**config.mk**
```make
export PLATFORM = sky130hd
export DESIGN_NAME = sdrnn_gate
export DESIGN_NICKNAME = d
export VERILOG_FILES = /design/src/design/sdrnn_pkg.sv /design/src/design/sdrnn_gate.sv
export SDC_FILE = /design/constraint.sdc
export NUM_CORES = 2
export LEC_CHECK = 0
export BUFFER_PORTS_ARGS = -buffer_cell sky130_fd_sc_hd__buf_2
export CAP_MARGIN = 25
export CORE_MARGIN = 8
export CORE_UTILIZATION = 45
export DETAILED_ROUTE_END_ITERATION = 6
export PLACE_DENSITY = 0.62
export SETUP_SLACK_MARGIN = 0.05
export SKIP_LAST_GASP = 1
export SLEW_MARGIN = 0
export SYNTH_ARGS = -nofsm -noshare
export SYNTH_HDL_FRONTEND = slang
export SYNTH_SLANG_ARGS = --single-unit
```
**constraint.sdc**
```tcl
create_clock -name i_clk -period 10.9 [get_ports i_clk]
set_clock_uncertainty 0.05 [all_clocks]
set_input_delay 1.635 -clock i_clk [delete_from_list [all_inputs] [get_ports i_clk]]
set_output_delay 1.635 -clock i_clk [all_outputs]
set_load 0.02 [all_outputs]
```
**src/design/sdrnn_pkg.sv**
```systemverilog
package sdrnn_pkg;

    localparam int VALUE_BITS     = 16;
    localparam int FRAC_BITS      = 11;
    localparam int DECAY_BITS     = 16;
    localparam int BATCH_IDX_BITS = 2;
    localparam int DIM_IDX_BITS   = 8;

    localparam logic [DECAY_BITS-1:0] DECAY_RESET = 16'd16384;

    typedef enum logic [1:0] {
        OP_LOAD_BIAS   = 2'd0,
        OP_LOAD_HIDDEN = 2'd1,
        OP_STEP        = 2'd2
    } t_op;

    typedef logic signed [VALUE_BITS-1:0] t_value;

    // one step transaction entering the gating pipeline
    typedef struct packed {
        logic [BATCH_IDX_BITS-1:0] b;
        logic [DIM_IDX_BITS-1:0]   d;
        t_value                    h;
        logic                      sat;
        logic                      last;
    } t_gate_in;

    typedef struct packed {
        logic [BATCH_IDX_BITS-1:0] out_batch;
        logic [DIM_IDX_BITS-1:0]   out_dim;
        t_value                    hidden;
        t_value                    gated;
        logic                      saturated;
        logic                      last;
    } t_result;

    typedef struct packed {
        logic s4;
        logic s5;
    } t_gate_busy;

endpackage

```
**src/design/sdrnn_gate.sv**
```systemverilog
module sdrnn_gate (
    input  logic                   i_clk,
    input  logic                   i_rst_n,
    input  logic                   i_valid,
    input  sdrnn_pkg::t_gate_in    i_item,
    output logic                   o_valid,
    output sdrnn_pkg::t_result     o_result,
    output sdrnn_pkg::t_gate_busy  o_busy
);

    localparam int P_W = 33;
    localparam int G_W = P_W - sdrnn_pkg::FRAC_BITS;
    localparam logic signed [P_W-1:0] SIG_HALF = 33'sd16384;
    localparam logic signed [P_W-1:0] G_HALF   = 33'sd1 <<< (sdrnn_pkg::FRAC_BITS - 1);

    logic [15:0]            habs;
    logic [19:0]            mag;
    logic [15:0]            sig_pos;
    logic [15:0]            sig;
    logic signed [P_W-1:0]  n4_prod;
    logic signed [P_W-1:0]  rnd4;
    logic signed [16:0]     silu;
    logic signed [P_W-1:0]  n5_prod;
    logic signed [P_W-1:0]  rnd5;
    logic signed [G_W-1:0]  g_wide;
    logic                   g_sat;
    sdrnn_pkg::t_value      g;

    logic                   r4_valid;
    logic                   r5_valid;
    sdrnn_pkg::t_gate_in    r4_item;
    sdrnn_pkg::t_gate_in    r5_item;
    logic signed [P_W-1:0]  r4_prod;
    logic signed [P_W-1:0]  r5_prod;

    // piecewise linear sigmoid on |h| in q5.15, result in q1.15, then h * sigmoid
    always_comb begin
        habs = i_item.h[15] ? 16'(-i_item.h) : 16'(i_item.h);
        mag  = {habs, 4'b0000};
        if (mag >= 20'd163840) begin
            sig_pos = 16'd32768;
        end else if (mag >= 20'd77824) begin
            sig_pos = 16'(mag >> 5) + 16'd27648;
        end else if (mag >= 20'd32768) begin
            sig_pos = 16'(mag >> 3) + 16'd20480;
        end else begin
            sig_pos = 16'(mag >> 2) + 16'd16384;
        end
        sig     = i_item.h[15] ? (16'd32768 - sig_pos) : sig_pos;
        n4_prod = P_W'(i_item.h) * P_W'($signed({1'b0, sig}));
    end

    // round half away from zero: add half, minus one when negative, then shift
    always_comb begin
        rnd4    = r4_prod + SIG_HALF - P_W'(r4_prod[P_W-1]);
        silu    = rnd4[31:15];
        n5_prod = P_W'(r4_item.h) * P_W'(silu);
    end

    always_comb begin
        rnd5   = r5_prod + G_HALF - P_W'(r5_prod[P_W-1]);
        g_wide = rnd5[P_W-1:sdrnn_pkg::FRAC_BITS];
        g_sat  = g_wide[G_W-1:15] != {(G_W - 15){g_wide[G_W-1]}};
        if (g_sat) begin
            g = g_wide[G_W-1] ? 16'sh8000 : 16'sh7fff;
        end else begin
            g = g_wide[15:0];
        end
    end

    always_ff @(posedge i_clk) begin
        if (!i_rst_n) begin
            r4_valid <= 1'b0;
            r5_valid <= 1'b0;
        end else begin
            r4_valid <= i_valid;
            r5_valid <= r4_valid;
        end
    end

    always_ff @(posedge i_clk) begin
        r4_item <= i_item;
        r4_prod <= n4_prod;
        r5_item <= r4_item;
        r5_prod <= n5_prod;
    end

    always_comb begin
        o_valid            = r5_valid;
        o_result.out_batch = r5_item.b;
        o_result.out_dim   = r5_item.d;
        o_result.hidden    = r5_item.h;
        o_result.gated     = g;
        o_result.saturated = r5_item.sat | g_sat;
        o_result.last      = r5_item.last;
        o_busy.s4          = r4_valid;
        o_busy.s5          = r5_valid;
    end

endmodule

```
==> impl_metrics.csv <==
group,metric,value,unit
run_status,outcome,"finished clean",
synth,synth_top_area_share,35.9,%
synth,netlist-cell-type-count,95,
global_route,antenna_found_initial,0,
final_layout,syn_to_final_growth,12.6,%
synth,postSynthAreaPerCell,8.98,µm²
floorplan,io_pins,78,
synth,synth_edf_count,0,
critical_path,r2r_slack,0.64,ns
final_layout,final_cell_mix,"inv_1, fa_1, nand2_1, ha_1, and2_1",
critical_path,startpoint_type,"primary input",
global_route,grt_usage,20.2,%
place,placed_area,28500,µm²
timing,timing.final.crit_share,97.4,%
final_layout,layout-drive-gt1-share,14.2,%
drt,wire_per_inst,17.0,µm
critical_path,cpMostUsedCell,"fa_1",
drt,wl,65900,µm
clocking,cts.htree.levels,4,
timing,fin_crit,10.61,ns
critical_path,crit_path_end,"r4_prod[31]$_DFF_P_",
timing,tns,0,ns
critical_path,reg2reg_from,"r4_prod[2]$_DFF_P_",
drt,drtIter0Drc,1015,
critical_path,rr_worst_depth,35,
drt,drtAntennaViolNets,0,
synth,synthArstFlopShare,0,%
synth,synth_ff_type,"dfxtp_1",
run,drv_cap,0,
synth,yosys_warnings,0,
synth,yosys_register_bits,124,
critical_path,arrival,10.95,ns
timing,setup_viol,0,
final_layout,fin_util,51.2,%
synth,yosysTopAreaCell,"fa_1",
timing,finalHoldViolCount,0,
floorplan,start_util,45.4,%
critical_path,critPathKind,"in2reg",
clocking,clock_latency,0.47,ns
global_route,grt_overflow_total,0,
place,dp_hpwl,54800,µm
drt,via_per_inst,5.13,
drt,drc,0,
timing,max-slew-margin-rel,33.9,%
place,place_congestion,0.905,
min_path,hp-class,"reg2reg",
clocking,clock_path_buffers,2,
final_layout,final_common_cell,"inv_1",
final_layout,diodes,0,
critical_path,end_kind,"flop",
critical_path,worstSetupStartpoint,"i_item[2]",
floorplan,die_h,257,µm
global_route,grt_pass1_wl,109000,µm
final_layout,finalNetCount,3868,
critical_path,reg2reg_to,"r5_prod[31]$_DFF_P_",
timing,rsz0062_at_grt,"true",
critical_path,worstPathRequired,11.24,ns
critical_path,critical_path.max_stage_delay,0.52,ns
synth,synth_cells,2920,
clocking,cts-buffers-inserted,17,
clocking,cts-root-buf,"clkbuf_16",
timing,maxSlewViolCount,0,
floorplan,die_x,257,µm
critical_path,path_max_fanout,5,
drt,firstDrtPassIters,5,
floorplan,core,57700,µm²
clocking,clock_sinks,124,
final_layout,nFillCells,5442,
clocking,tritoncts,"built",
final_layout,final_cell_area,29500,µm²
synth,synth_area,26200,µm²
timing,timing.fmax,94.2,MHz
global_route,grt_pass1_vias,21600,
clocking,cts.clk_slew.worst_paths,0.06,ns
synth,ys_seq_area_share,9.47,%
drt,vias,19900,
global_route,grt_max_degree,22,
floorplan,dieArea,66200,µm²
floorplan,num_rows,88,
synth,syn-num-nets,3692,
critical_path,cp_slowest_cell,"fa_1",
synth,ys_top_cells_by_area,"fa_1, ha_1, dfxtp_1",
timing,tightest_slew,0.990,ns
place,io_buffers,77,
-- registers in the layout (all words and copies together), names as in the netlist --
name / cells
o_result: 27
r5_item: 1
r5_prod: 33
r4_item: 28
o_valid: 1
r4_prod: 33
r4_valid: 1
-- cells by family (layout without fill, tap and decap cells) --
logic type      count (synthesis)  after routing  share of synthesized area (%)
compound gates                345            345                           9.22
xor+xnor                      142            143                           5.00
fa+ha+maj                     741            741                           48.8
buf+inv                       727            915                           11.1
flops                         124            124                           9.47
mux                            13             13                          0.506
simple gates                  828            828                           15.9
-- worst min-delay path by stage --
stage / start / end / slack [ns] / cells after the start
finish: r4_item[0]$_DFF_P_ / o_result[0]$_DFF_P_ / 0.28 / 0
detailed placement: r4_item[23]$_DFF_P_ / o_result[39]$_DFF_P_ / 0.26 / 0
global placement: r4_item[22]$_DFF_P_ / o_result[38]$_DFF_P_ / 0.26 / 0
CTS: r4_item[0]$_DFF_P_ / o_result[0]$_DFF_P_ / 0.28 / 0
floorplan: r4_item[0]$_DFF_P_ / o_result[0]$_DFF_P_ / 0.26 / 0
global route: r4_item[19]$_DFF_P_ / o_result[35]$_DFF_P_ / 0.29 / 0
-- what timing repair did --
action / CTS / global route
cloned: 0 / 3
resized for setup: 2 / 73
endpoints found under the setup margin: 3 / 6
pin swaps: 0 / 50
hold buffers: 0 / 0
buffers inserted: 0 / 11
-- critical path, delay by kind of cell --
family | cells | cell delay (ns)
adders and majority gates | 9 | 3.41
muxes | 1 | 0.16
AOI/OAI and AO/OA | 15 | 3.28
and+or+nand+nor | 5 | 1.16
xor gates and xnor gates | 3 | 0.38
buffers and inverters | 10 | 0.89
-- cell usage after synthesis, types with 45 or more instances --
master / instances
a21oi_1: 91
and2_1: 209
clkbuf_1: 74
dfxtp_1: 124
fa_1: 470
ha_1: 271
inv_1: 593
nand2_1: 342
nor2_1: 81
o21ai_0: 59
xnor2_1: 88
xor2_1: 45
-- through the flow --
stage	cells	worst slack, ns	hold WS, ns
6_report	3874	0.286	0.276
2_1_floorplan	2920	0.0676	0.260
4_1_cts	3859	0.0250	0.277
3_3_place_gp	3826	-0.531	0.260
3_5_place_dp	3827	-0.630	0.262
5_1_grt	3874	-0.0987	0.287
-- routing by layer --
metal | vias to the layer above | global-route usage, % | routed length, µm
li1 | 9372 | - | -
met1 | 9954 | 25.9 | 29100
met2 | 443 | 35.1 | 32300
met3 | 91 | 2.54 | 2660
met5 | - | 0 | 0
met4 | 0 | 6.72 | 1880
-- area by class of cell --
type                    count  area (µm²)  share of cell area, %
multi-input cells        2070       21200                   71.9
flip-flops and latches    124        2480                   8.41
inverters                 594        2230                   7.56
repair buffers            289        2050                   6.96
well taps                 765         957                   3.24
clock buffers              17         425                   1.44
clock inverters            15         154                  0.521
Power is left out: the tool's default activity adds up to more than one toggle a clock period on the data nets, which glitch-free logic cannot reach.
